### src/design/rrt_pkg.sv
// ---------------------------------------------------------------------------
// rrt_pkg - register range table shared types
// Record layout, result status codes and sequencer states.
// ---------------------------------------------------------------------------
package rrt_pkg;

   localparam int unsigned REG_W  = 8;
   localparam int unsigned SIZE_W = 8;
   localparam int unsigned VER_W  = 16;

   localparam int unsigned REQ_DATA_W = 32;
   localparam int unsigned REQ_USER_W = 2;
   localparam int unsigned RSP_DATA_W = 56;
   localparam int unsigned RSP_USER_W = 3;

   typedef enum logic [2:0] {
      ST_EXTENDED = 3'd0,
      ST_INSERTED = 3'd1,
      ST_IGNORED  = 3'd2,
      ST_FULL     = 3'd3,
      ST_CLEARED  = 3'd4
   } status_type;

   typedef enum logic [1:0] {
      S_IDLE,
      S_SEARCH,
      S_EMIT
   } state_type;

   typedef struct packed {
      logic [REG_W-1:0]  reg_id;
      logic [SIZE_W-1:0] size;
      logic [VER_W-1:0]  first_version;
      logic [VER_W-1:0]  last_version;
   } record_type;

   // request tdata layout, highest field first: version, access_size, reg_id
   typedef struct packed {
      logic [VER_W-1:0]  version;
      logic [SIZE_W-1:0] access_size;
      logic [REG_W-1:0]  reg_id;
   } item_type;

endpackage

### src/design/register_range_table.sv
// ---------------------------------------------------------------------------
// register_range_table - per-expression register record table
// Tracks widest access size and version range for each register named in
// an expression; records are searched in insertion order.
// ---------------------------------------------------------------------------
//
//  channel | dir | tdata                                  | tuser
//  --------+-----+----------------------------------------+------------------
//  req_    | in  | reg_id, access_size, version           | op, is_register_ref
//  rsp_    | out | entry_index, size, first, last, count  | status
//
// Steps: a clear, a non-register node or an insert into an empty table passes
// through accept and emit; a register reference also compares records between
// the two, n being the records compared (1..count). One record is
// compared per cycle through the single read port of the record memory.
// Reset clears the record count and control state; the record memory is not
// cleared. The next transaction is accepted once the result sits in the
// output register, even while the output stalls.
// ---------------------------------------------------------------------------
module register_range_table #(
   parameter int unsigned ENTRIES = 16
) (
   input  logic                              clock,
   input  logic                              reset,
   input  logic                              req_tvalid,
   output logic                              req_tready,
   // [7:0] reg_id, [15:8] access_size, [31:16] version
   input  logic [rrt_pkg::REQ_DATA_W-1:0]    req_tdata,
   // [0] op, [1] is_register_ref
   input  logic [rrt_pkg::REQ_USER_W-1:0]    req_tuser,
   output logic                              rsp_tvalid,
   input  logic                              rsp_tready,
   // [3:0] entry_index, [11:4] entry_size, [27:12] entry_first_version,
   // [43:28] entry_last_version, [48:44] entry_count, [55:49] zero
   output logic [rrt_pkg::RSP_DATA_W-1:0]    rsp_tdata,
   // [2:0] status
   output logic [rrt_pkg::RSP_USER_W-1:0]    rsp_tuser
);
   import rrt_pkg::*;

   localparam int unsigned IW = (ENTRIES > 1) ? $clog2(ENTRIES) : 1;
   localparam int unsigned CW = $clog2(ENTRIES + 1);

   record_type mem [ENTRIES];

   state_type        state_ff, state_in;
   logic [CW-1:0]    count_ff, count_in;
   logic [IW-1:0]    ptr_ff, ptr_in;
   logic [IW-1:0]    cmp_ff, cmp_in;
   item_type         item_ff, item_in;
   record_type       rd_data_ff;
   logic [IW-1:0]    rd_addr;

   status_type       res_status_ff, res_status_in;
   logic [IW-1:0]    res_index_ff, res_index_in;
   logic [SIZE_W-1:0] res_size_ff, res_size_in;
   logic [VER_W-1:0] res_first_ff, res_first_in;
   logic [VER_W-1:0] res_last_ff, res_last_in;

   logic                   rsp_tvalid_ff;
   logic [RSP_DATA_W-1:0]  rsp_tdata_ff;
   logic [RSP_USER_W-1:0]  rsp_tuser_ff;

   logic        wr_en;
   logic [IW-1:0] wr_addr;
   record_type  wr_data;

   logic        req_fire;
   logic        req_op;
   logic        req_is_ref;
   item_type    req_item;
   logic        hit;
   logic        last_cmp;
   logic        out_free;
   record_type  merged;

   assign req_item   = req_tdata;
   assign req_op     = req_tuser[0];
   assign req_is_ref = req_tuser[1];
   assign req_tready = (state_ff == S_IDLE);
   assign req_fire   = req_tvalid && req_tready;
   assign out_free   = !rsp_tvalid_ff || rsp_tready;

   assign hit      = (state_ff == S_SEARCH) && (rd_data_ff.reg_id == item_ff.reg_id);
   assign last_cmp = ((CW'(cmp_ff) + CW'(1)) == count_ff);

   always_comb begin
      merged = rd_data_ff;
      if (rd_data_ff.size < item_ff.access_size) begin
         merged.size = item_ff.access_size;
      end
      if (item_ff.version < rd_data_ff.first_version) begin
         merged.first_version = item_ff.version;
      end
      if (item_ff.version > rd_data_ff.last_version) begin
         merged.last_version = item_ff.version;
      end
   end

   // next state
   always_comb begin
      state_in = state_ff;
      case (state_ff)
         S_IDLE: begin
            if (req_fire) begin
               if (!req_op || !req_is_ref || (count_ff == '0)) begin
                  state_in = S_EMIT;
               end else begin
                  state_in = S_SEARCH;
               end
            end
         end
         S_SEARCH: begin
            if (hit || last_cmp) begin
               state_in = S_EMIT;
            end
         end
         S_EMIT: begin
            if (out_free) begin
               state_in = S_IDLE;
            end
         end
         default: state_in = S_IDLE;
      endcase
   end

   // datapath and memory control
   always_comb begin
      count_in      = count_ff;
      ptr_in        = ptr_ff;
      cmp_in        = cmp_ff;
      item_in       = item_ff;
      res_status_in = res_status_ff;
      res_index_in  = res_index_ff;
      res_size_in   = res_size_ff;
      res_first_in  = res_first_ff;
      res_last_in   = res_last_ff;
      wr_en         = 1'b0;
      wr_addr       = count_ff[IW-1:0];
      wr_data       = '{reg_id: item_ff.reg_id, size: item_ff.access_size,
                        first_version: item_ff.version, last_version: item_ff.version};
      case (state_ff)
         S_IDLE: begin
            if (req_fire) begin
               item_in       = req_item;
               ptr_in        = IW'(1);
               cmp_in        = '0;
               res_index_in  = '0;
               res_size_in   = '0;
               res_first_in  = '0;
               res_last_in   = '0;
               if (!req_op) begin
                  count_in      = '0;
                  res_status_in = ST_CLEARED;
               end else if (!req_is_ref) begin
                  res_status_in = ST_IGNORED;
               end else if (count_ff == '0) begin
                  // empty table: append straight away
                  wr_en         = 1'b1;
                  wr_addr       = '0;
                  wr_data       = '{reg_id: req_item.reg_id, size: req_item.access_size,
                                    first_version: req_item.version,
                                    last_version: req_item.version};
                  count_in      = CW'(1);
                  res_status_in = ST_INSERTED;
                  res_size_in   = req_item.access_size;
                  res_first_in  = req_item.version;
                  res_last_in   = req_item.version;
               end
            end
         end
         S_SEARCH: begin
            if (hit) begin
               wr_en         = 1'b1;
               wr_addr       = cmp_ff;
               wr_data       = merged;
               res_status_in = ST_EXTENDED;
               res_index_in  = cmp_ff;
               res_size_in   = merged.size;
               res_first_in  = merged.first_version;
               res_last_in   = merged.last_version;
            end else if (last_cmp) begin
               if (count_ff >= CW'(ENTRIES)) begin
                  count_in      = '0;
                  res_status_in = ST_FULL;
               end else begin
                  wr_en         = 1'b1;
                  count_in      = count_ff + CW'(1);
                  res_status_in = ST_INSERTED;
                  res_index_in  = count_ff[IW-1:0];
                  res_size_in   = item_ff.access_size;
                  res_first_in  = item_ff.version;
                  res_last_in   = item_ff.version;
               end
            end else begin
               // advance to the next record
               cmp_in = ptr_ff;
               ptr_in = ptr_ff + IW'(1);
            end
         end
         default: ;
      endcase
   end

   assign rd_addr = (state_ff == S_IDLE) ? '0 : ptr_ff;

   always_ff @(posedge clock) begin
      rd_data_ff <= mem[rd_addr];
      if (wr_en) begin
         mem[wr_addr] <= wr_data;
      end
   end

   always_ff @(posedge clock) begin
      if (reset) begin
         state_ff <= S_IDLE;
         count_ff <= '0;
      end else begin
         state_ff <= state_in;
         count_ff <= count_in;
      end
   end

   always_ff @(posedge clock) begin
      ptr_ff        <= ptr_in;
      cmp_ff        <= cmp_in;
      item_ff       <= item_in;
      res_status_ff <= res_status_in;
      res_index_ff  <= res_index_in;
      res_size_ff   <= res_size_in;
      res_first_ff  <= res_first_in;
      res_last_ff   <= res_last_in;
   end

   // output register
   always_ff @(posedge clock) begin
      if (reset) begin
         rsp_tvalid_ff <= 1'b0;
      end else if (state_ff == S_EMIT && out_free) begin
         rsp_tvalid_ff <= 1'b1;
      end else if (rsp_tready) begin
         rsp_tvalid_ff <= 1'b0;
      end
   end

   always_ff @(posedge clock) begin
      if (state_ff == S_EMIT && out_free) begin
         rsp_tdata_ff <= {7'd0, 5'(count_ff), res_last_ff, res_first_ff, res_size_ff,
                          4'(res_index_ff)};
         rsp_tuser_ff <= res_status_ff;
      end
   end

   assign rsp_tvalid = rsp_tvalid_ff;
   assign rsp_tdata  = rsp_tdata_ff;
   assign rsp_tuser  = rsp_tuser_ff;

`ifndef SYNTHESIS
   a_count_range: assert property (@(posedge clock) disable iff (reset)
      count_ff <= CW'(ENTRIES))
      else $error("record count beyond table depth");

   a_cmp_in_table: assert property (@(posedge clock) disable iff (reset)
      (state_ff == S_SEARCH) |-> (CW'(cmp_ff) < count_ff))
      else $error("compare index outside filled records");

   a_clear_empties: assert property (@(posedge clock) disable iff (reset)
      (req_fire && !req_op) |=> (count_ff == '0))
      else $error("clear did not empty the table");

   a_insert_range: assert property (@(posedge clock) disable iff (reset)
      (rsp_tvalid && rsp_tuser == ST_INSERTED) |-> (rsp_tdata[27:12] == rsp_tdata[43:28]))
      else $error("new record has a version range");

   a_empty_result: assert property (@(posedge clock) disable iff (reset)
      (rsp_tvalid && (rsp_tuser == ST_CLEARED || rsp_tuser == ST_FULL))
         |-> (rsp_tdata[48:0] == '0))
      else $error("cleared result carries record data");
`endif

endmodule
### config.mk
export PLATFORM = sky130hd
export DESIGN_NAME = register_range_table
export DESIGN_NICKNAME = d
export VERILOG_FILES = /design/src/design/rrt_pkg.sv /design/src/design/register_range_table.sv
export SDC_FILE = /design/constraint.sdc
export NUM_CORES = 1
export LEC_CHECK = 0
export BUFFER_PORTS_ARGS = -buffer_cell sky130_fd_sc_hd__buf_2
export CORE_MARGIN = 8
export CORE_UTILIZATION = 55
export DETAILED_ROUTE_END_ITERATION = 10
export PLACE_DENSITY = 0.72
export SLEW_MARGIN = 10
export SYNTH_ARGS = -nofsm -noshare
export SYNTH_HDL_FRONTEND = slang
export SYNTH_SLANG_ARGS = --single-unit
### constraint.sdc
create_clock -name clock -period 8.9 [get_ports clock]
set_input_delay 1.78 -clock clock [delete_from_list [all_inputs] [get_ports clock]]
set_output_delay 1.78 -clock clock [all_outputs]
set_load 0.02 [all_outputs]
==> results of run 1 <==
## logic make-up after synthesis
group	Yosys count
xor+xnor	15
other cells	1
fa+ha+maj	42
buf+inv	208
compound gates	463
mux	268
simple gates	536
flops	963
## how the worst max path moves through the flow
stage	start	end	slack, ps	cells after the start
CTS	req_tvalid	mem[2][28]$_DFFE_PP_	4290	8
finish	req_tvalid	mem[2][13]$_DFFE_PP_	4250	8
global route	req_tvalid	mem[2][28]$_DFFE_PP_	4140	8
floorplan	req_tvalid	mem[4][0]$_DFFE_PP_	850	6
detailed placement	req_tvalid	mem[2][30]$_DFFE_PP_	3620	8
global placement	req_tvalid	mem[2][13]$_DFFE_PP_	3780	8
## worst max-delay path, cell delays in order
cell                       delay [ps]
sky130_fd_sc_hd__buf_2            100
sky130_fd_sc_hd__nor3b_2          190
sky130_fd_sc_hd__and4_1           210
sky130_fd_sc_hd__buf_4            430
sky130_fd_sc_hd__o21bai_1         280
sky130_fd_sc_hd__a32oi_1          400
sky130_fd_sc_hd__nor2_4           940
sky130_fd_sc_hd__buf_4            540
## per-stage QoR
step	utilization [%]	std cells	worst slack, ps	total power [mW]	area (um^2)
final	62.1	3598	4250	9.69	43600
after global routing	62.1	3598	4140	9.97	43600
after CTS	62.1	3592	4290	9.72	43600
after detailed placement	57.9	3424	3620	5.97	40600
after global placement	57.9	3424	3780	5.94	40600
after floorplan	-	2502	852	5.69	39000
## layout by cell type, fill, tap and decap left out, types with 53 or more instances in the layout
cell type,instances
sky130_fd_sc_hd__edfxtp_1,907
sky130_fd_sc_hd__nand2_1,303
sky130_fd_sc_hd__mux2i_1,197
sky130_fd_sc_hd__a211oi_1,146
sky130_fd_sc_hd__nor2b_1,98
sky130_fd_sc_hd__clkbuf_16,94
sky130_fd_sc_hd__buf_2,91
sky130_fd_sc_hd__a21oi_1,73
sky130_fd_sc_hd__dfxtp_1,56
sky130_fd_sc_hd__buf_4,53
## flip-flops by register name (all words and copies together) (netlist names)
register,flops
rd_data_ff,40
res_first_ff,16
state_ff,2
cmp_ff,4
res_status_ff,3
merged,8
rsp_tdata,49
ptr_ff,4
res_last_ff,16
mem,768
item_ff,32
res_size_ff,8
count_ff,5
res_index_ff,4
rsp_tvalid,1
rsp_tuser,3
## cell type report
class,count,area (um^2)
sequential,963,28400
fill,4957,26600
multi-input combinational,1331,10000
clock buffer,127,2560
tap,940,1180
timing repair buffer,146,893
clock inverter,41,387
inverter,50,188
## synthesized netlist by cell type (42+ instances only)
library cell | count | area (um^2)
sky130_fd_sc_hd__clkbuf_1 | 96 | 360
sky130_fd_sc_hd__dfxtp_1 | 56 | 1120
sky130_fd_sc_hd__a31oi_1 | 48 | 300
sky130_fd_sc_hd__nor2b_1 | 101 | 632
sky130_fd_sc_hd__mux4_2 | 48 | 1080
sky130_fd_sc_hd__a21oi_1 | 78 | 390
sky130_fd_sc_hd__nand2_1 | 303 | 1140
sky130_fd_sc_hd__a211oi_1 | 146 | 1100
sky130_fd_sc_hd__mux2i_1 | 197 | 1970
sky130_fd_sc_hd__inv_1 | 50 | 188
sky130_fd_sc_hd__a311oi_1 | 48 | 420
sky130_fd_sc_hd__ha_1 | 42 | 526
sky130_fd_sc_hd__edfxtp_1 | 907 | 27200
sky130_fd_sc_hd__buf_2 | 45 | 225
## where the power goes
group          internal (mW)  switching (mW)  leakage, nW
registers               5.12          0.0675         8.73
clock network           2.18            1.62         1.44
logic                  0.214           0.489         5.29
total                   7.52            2.18         15.5
## metal layers
layer,track usage [%],wire length [um],vias to the layer above
li1,-,-,9911
met1,31.8,37300,11287
met2,35.9,42400,1111
met3,3.48,8660,180
met4,7.92,2510,0
met5,0,0,-
==> load_flow_metrics.sql, run 1 <==
INSERT INTO impl_metrics (metric_group, metric, value, unit) VALUES
('run_status', 'status', 'finished clean', ''),
('floorplanning', 'coreArea', '0.0701', 'mm^2'),
('drt', 'post_drt_wl_per_cell', '25.2', 'um'),
('worst_setup_path', 'ff2ff_setup_slack', '4380', 'ps'),
('worst_setup_path', 'timing.rr.start', 'state_ff[0]$_SDFFE_PP0P_', ''),
('synth', 'synth-main-ff-cell', 'sky130_fd_sc_hd__edfxtp_1', ''),
('synth', 'portion_of_netlist_area_occupied_by_mux_cells', '8.49', '%'),
('global_routing', 'number_of_global_route_vias_before_repair', '22326', ''),
('final_layout', 'antennaDiodeCount', '0', ''),
('synth', 'synthArstFlopShare', '0', '%'),
('drt', 'drc_viols', '0', ''),
('synth', 'synth-simple-area-share', '6.45', '%'),
('synth', 'yosys_warnings', '0', ''),
('clock_network', 'clk_transition_reported_paths', '60', 'ps'),
('global_routing', 'grt_overflow', '0', ''),
('clock_network', 'numClockSinks', '963', ''),
('sta', 'clock_skew', '30.1', 'ps'),
('placed_design', 'gp_congestion', '0.867', ''),
('drt', 'route.final.wire_length', '90800', 'um'),
('min_path', 'hp-start', 'res_size_ff[4]$_DFFE_PP_', ''),
('synth', 'synthesis.area_per_instance', '15.6', 'um^2'),
('clock_network', 'cts_setup_buffers', '0', ''),
('global_routing', 'grt_start_max_net_pins', '145', ''),
('power_and_ir_drop', 'power_density', '222', 'mW/mm^2'),
('min_path', 'min_to', 'rsp_tdata[8]$_DFFE_PP_', ''),
('sta', 'timing.final.hold_violations', '0', ''),
('sta', 'setup_violations', '0', ''),
('sta', 'number_of_pins_with_negative_max_slew_slack_in_the_final_report', '0', ''),
('worst_setup_path', 'crit_path_max_fanout', '33', ''),
('power_and_ir_drop', 'ir_drop', '154', 'uV'),
('clock_network', 'cts.htree.levels', '3', ''),
('synth', 'mappedNetlistArea', '0.0390', 'mm^2'),
('worst_setup_path', 'ff2ff_path_depth', '6', ''),
('sta', 'worst_max_slew_margin_expressed_relative_to_the_limit', '15.5', '%'),
('synth', 'synth-adder-area-share', '1.35', '%'),
('global_routing', 'first_pass_grt_wire_length', '136000', 'um'),
('sta', 'fin_crit_sh', '52.3', '%'),
('floorplanning', 'fp-row-count', '97', ''),
('drt', 'drt_pre_antenna_iters', '6', ''),
('worst_setup_path', 'worst-endpoint-arrival', '4930', 'ps'),
('synth', 'synth_compound_gate_area_share', '8.46', '%'),
('sta', 'final_setup_tns', '0', 'ps'),
('clock_network', 'clock_tree.buffer_depth', '3', ''),
('worst_setup_path', 'timing.critical_path.to_type', 'flip-flop', ''),
('drt', 'detail_route.vias_per_cell', '6.25', ''),
('floorplanning', 'initial_core_util', '55.6', '%'),
('sta', 'fmax', '215', 'MHz'),
('floorplanning', 'die_w', '282', 'um'),
('clock_network', 'ctsHoldBuffers', '0', ''),
('final_layout', 'layout.nets', '2663', ''),
('worst_setup_path', 'r2r-end', 'mem[5][1]$_DFFE_PP_', ''),
('synth', 'dominant_combinational_cell_family_by_area_after_synthesis', 'multiplexers', ''),
('worst_setup_path', 'crit_path_start_kind', 'input port', ''),
('worst_setup_path', 'critPathRequiredTime', '9180', 'ps'),
('worst_setup_path', 'timing.setup.critical_path_class', 'in -> reg', ''),
('sta', 'worst_slew_pin_slew', '1260', 'ps'),
('floorplanning', 'dieHeight', '282', 'um'),
('global_routing', 'grt_use_total', '22.5', '%'),
('drt', 'vias', '22489', ''),
('synth', 'post_synth_xor_area_fraction', '0.337', '%'),
('synth', 'synth-edff-count', '907', ''),
('clock_network', 'clk_latency', '650', 'ps'),
('final_layout', 'area_growth_syn_to_layout', '11.8', '%'),
('drt', 'postRouteAntennaNets', '0', ''),
('clock_network', 'tritoncts_clock_tree', 'yes', ''),
('global_routing', 'grt_antenna_before_repair', '5', ''),
('placed_design', 'place.port_buffers', '91', ''),
('power_and_ir_drop', 'static-leakage-power', '15.5', 'nW'),
('final_layout', 'share_of_cells_above_drive_strength_1', '14.6', '%'),
('synth', 'postSynthRegisterBits', '963', ''),
('placed_design', 'detailed_place_hpwl', '51800', 'um');
Note: power is estimated with default switching activity, not from simulation.
==> inputs of run 2 (changes only) <==
--- a/config.mk
+++ b/config.mk
@@ -9,7 +9,7 @@
 export CORE_MARGIN = 8
 export CORE_UTILIZATION = 55
 export DETAILED_ROUTE_END_ITERATION = 10
-export PLACE_DENSITY = 0.72
+export PLACE_DENSITY = 0.74
 export SLEW_MARGIN = 10
 export SYNTH_ARGS = -nofsm -noshare
 export SYNTH_HDL_FRONTEND = slang
==> constraint.sdc (replaced) <==
create_clock -name clock -period 3.9 [get_ports clock]
set_input_delay 0.78 -clock clock [delete_from_list [all_inputs] [get_ports clock]]
set_output_delay 0.78 -clock clock [all_outputs]
set_load 0.02 [all_outputs]
==> run 2 against run 1 <==
Compared with the run above: non-clock buffer count is 46 higher; combinational power grew 140%; sequential cell count is the same; register-to-register slack got worse by 4200 ps; clock-buffer cell count unchanged; power grew 130%; clock skew shrank 0.51 ps; design area increased by 1.9%; sequential power rose by 130%; first-iteration DRC count down 2.2%; largest power group unchanged.
==> load_flow_metrics.sql, run 2 (synthesis results as in run 1) <==
INSERT INTO impl_metrics (metric_group, metric, value, unit) VALUES
('run_status', 'status', 'finished clean', ''),
('power_and_ir_drop', 'finalPower', '22.6', 'mW'),
('worst_setup_path', 'worst-endpoint-arrival', '3940', 'ps'),
('floorplanning', 'coreArea', '0.0701', 'mm^2'),
('power_and_ir_drop', 'static-leakage-power', '15.9', 'nW'),
('sta', 'final_period_minus_worst_setup_slack', '3680', 'ps'),
('final_layout', 'share_of_cells_above_drive_strength_1', '16.5', '%'),
('worst_setup_path', 'crit_path_max_fanout', '16', ''),
('sta', 'rsz0062_at_grt', 'false', ''),
('drt', 'drc_viols', '0', ''),
('final_layout', 'final-instance-count-excl-fill', '3649', ''),
('worst_setup_path', 'crit_path_start_kind', 'flip-flop', ''),
('final_layout', 'layout.nets', '2710', ''),
('final_layout', 'antennaDiodeCount', '0', ''),
('sta', 'worst_max_slew_margin_expressed_relative_to_the_limit', '17.6', '%'),
('sta', 'worst_slew_pin_slew', '1230', 'ps'),
('floorplanning', 'fp-row-count', '97', ''),
('global_routing', 'grt_start_max_net_pins', '166', ''),
('drt', 'route.final.wire_length', '93800', 'um'),
('floorplanning', 'initial_core_util', '55.6', '%'),
('sta', 'number_of_pins_with_negative_max_slew_slack_in_the_final_report', '0', ''),
('clock_network', 'tritoncts_clock_tree', 'yes', ''),
('placed_design', 'placed_cells', '3472', ''),
('floorplanning', 'die_area', '0.0797', 'mm^2'),
('drt', 'drt_first_iter_violations', '2461', ''),
('sta', 'final_setup_tns', '0', 'ps'),
('clock_network', 'numClockSinks', '963', ''),
('power_and_ir_drop', 'ir_drop', '422', 'uV'),
('worst_setup_path', 'r2r-end', 'mem[13][3]$_DFFE_PP_', ''),
('drt', 'drt_pre_antenna_iters', '7', ''),
('clock_network', 'cts.htree.levels', '3', ''),
('clock_network', 'clk_transition_reported_paths', '70', 'ps'),
('worst_setup_path', 'timing.rr.start', 'item_ff[25]$_DFFE_PP_', ''),
('worst_setup_path', 'ff2ff_setup_slack', '220', 'ps'),
('clock_network', 'clk_latency', '650', 'ps'),
('worst_setup_path', 'critPathRequiredTime', '4160', 'ps'),
('global_routing', 'grt_overflow', '0', ''),
('clock_network', 'clock_tree.buffer_depth', '3', ''),
('drt', 'vias', '22800', ''),
('floorplanning', 'pin_count', '99', ''),
('global_routing', 'grt_antenna_before_repair', '2', ''),
('worst_setup_path', 'timing.critical_path.to_type', 'flip-flop', ''),
('floorplanning', 'die_w', '282', 'um'),
('placed_design', 'place.port_buffers', '91', ''),
('final_layout', 'largest_register_ff_count', '768', ''),
('final_layout', 'final_common_cell', 'sky130_fd_sc_hd__edfxtp_1', ''),
('sta', 'fmax', '272', 'MHz'),
('sta', 'clock_skew', '29.6', 'ps'),
('placed_design', 'post-place-ws', '335', 'ps'),
('clock_network', 'cts.root.buffer_cell', 'sky130_fd_sc_hd__clkbuf_16', ''),
('final_layout', 'layout.cell_area.non_filler', '0.0444', 'mm^2'),
('global_routing', 'grt_use_total', '23.3', '%'),
('drt', 'postRouteAntennaNets', '0', ''),
('worst_setup_path', 'cp-endpoint', 'mem[13][3]$_DFFE_PP_', ''),
('placed_design', 'detailed_place_hpwl', '56100', 'um'),
('clock_network', 'number_of_cts_inserted_buffers', '92', ''),
('worst_setup_path', 'setup.worst_path.start', 'item_ff[25]$_DFFE_PP_', ''),
('placed_design', 'dpl_cell_area', '0.0413', 'mm^2'),
('power_and_ir_drop', 'power_density', '509', 'mW/mm^2'),
('worst_setup_path', 'ff2ff_path_depth', '8', ''),
('final_layout', 'most-common-layout-cells', 'sky130_fd_sc_hd__edfxtp_1, sky130_fd_sc_hd__nand2_1, sky130_fd_sc_hd__mux2i_1', ''),
('final_layout', 'largest_register', 'mem', ''),
('job', 'maxCapViolations', '0', ''),
('drt', 'detail_route.vias_per_cell', '6.25', ''),
('placed_design', 'gp_congestion', '0.938', ''),
('drt', 'post_drt_wl_per_cell', '25.7', 'um'),
('sta', 'fin_crit_sh', '94.2', '%'),
('final_layout', 'area_growth_syn_to_layout', '13.9', '%'),
('floorplanning', 'dieHeight', '282', 'um'),
('global_routing', 'number_of_global_route_vias_before_repair', '22492', ''),
('global_routing', 'first_pass_grt_wire_length', '140000', 'um'),
('worst_setup_path', 'timing.setup.critical_path_class', 'reg -> reg', ''),
('sta', 'final.setup.worst_slack', '224', 'ps'),
('sta', 'timing.final.hold_violations', '0', ''),
('min_path', 'hold_path_class', 'in -> reg', ''),
('sta', 'setup_violations', '0', '');
run 2: timing repair:
action                                 in CTS  in global routing
endpoints found under the hold margin       0                  0
hold buffers                                0                  0
resized for setup                           0                  0
setup endpoints to repair                   0                 16
setup buffers                               0                  2
run 2: metal layers:
| layer | share of wire, % | track usage, % |
|---|---|---|
| met5 | 0 | 0 |
| met4 | 2.5 | 7.02 |
| met3 | 9.7 | 4.28 |
| met2 | 47 | 37.2 |
| met1 | 41 | 32.8 |
run 2: area by class of cell:
cell class / instances / area, um^2
flip-flops and latches: 963 / 28400
inverters: 50 / 188
clock buffers: 127 / 2580
multi-input cells: 1331 / 10100
repair buffers: 192 / 1530
fillers: 4846 / 25700
well taps: 940 / 1180
clock inverters: 46 / 556
run 2: report_power, final:
part           leakage, nW  internal [mW]  switching, mW
Sequential            8.73           11.7          0.132
Clock                 1.53           5.38           3.74
Combinational         5.63          0.533           1.16
Total                 15.9           17.6           5.04
run 2: how the worst min path moves through the flow:
stage                                  start                 endpoint  cells past startpoint
2_1_floorplan  res_index_ff[0]$_SDFFCE_PN0P_   rsp_tdata[0]$_DFFE_PP_                      0
3_3_place_gp      res_status_ff[1]$_DFFE_PP_   rsp_tuser[1]$_DFFE_PP_                      0
3_5_place_dp        res_last_ff[0]$_DFFE_PP_  rsp_tdata[28]$_DFFE_PP_                      0
4_1_cts                         req_tdata[7]     item_ff[7]$_DFFE_PP_                      1
5_1_grt                         req_tdata[7]     item_ff[7]$_DFFE_PP_                      1
6_report                        req_tdata[7]     item_ff[7]$_DFFE_PP_                      1
run 2: metrics by stage:
step / util [%] / hold WS (ps)
2_1_floorplan: - / 400
3_3_place_gp: 58.8 / 401
3_5_place_dp: 58.8 / 405
4_1_cts: 63.3 / 298
5_1_grt: 63.3 / 308
6_report: 63.3 / 326
run 2: critical path: stages (launching register included):
cell                        delay, ps
sky130_fd_sc_hd__edfxtp_1         490
sky130_fd_sc_hd__ha_1             350
sky130_fd_sc_hd__nand4_1          230
sky130_fd_sc_hd__a2111oi_0        430
sky130_fd_sc_hd__buf_4            190
sky130_fd_sc_hd__nor4b_4           40
sky130_fd_sc_hd__o21a_1           350
sky130_fd_sc_hd__buf_4            240
sky130_fd_sc_hd__o211ai_1         970
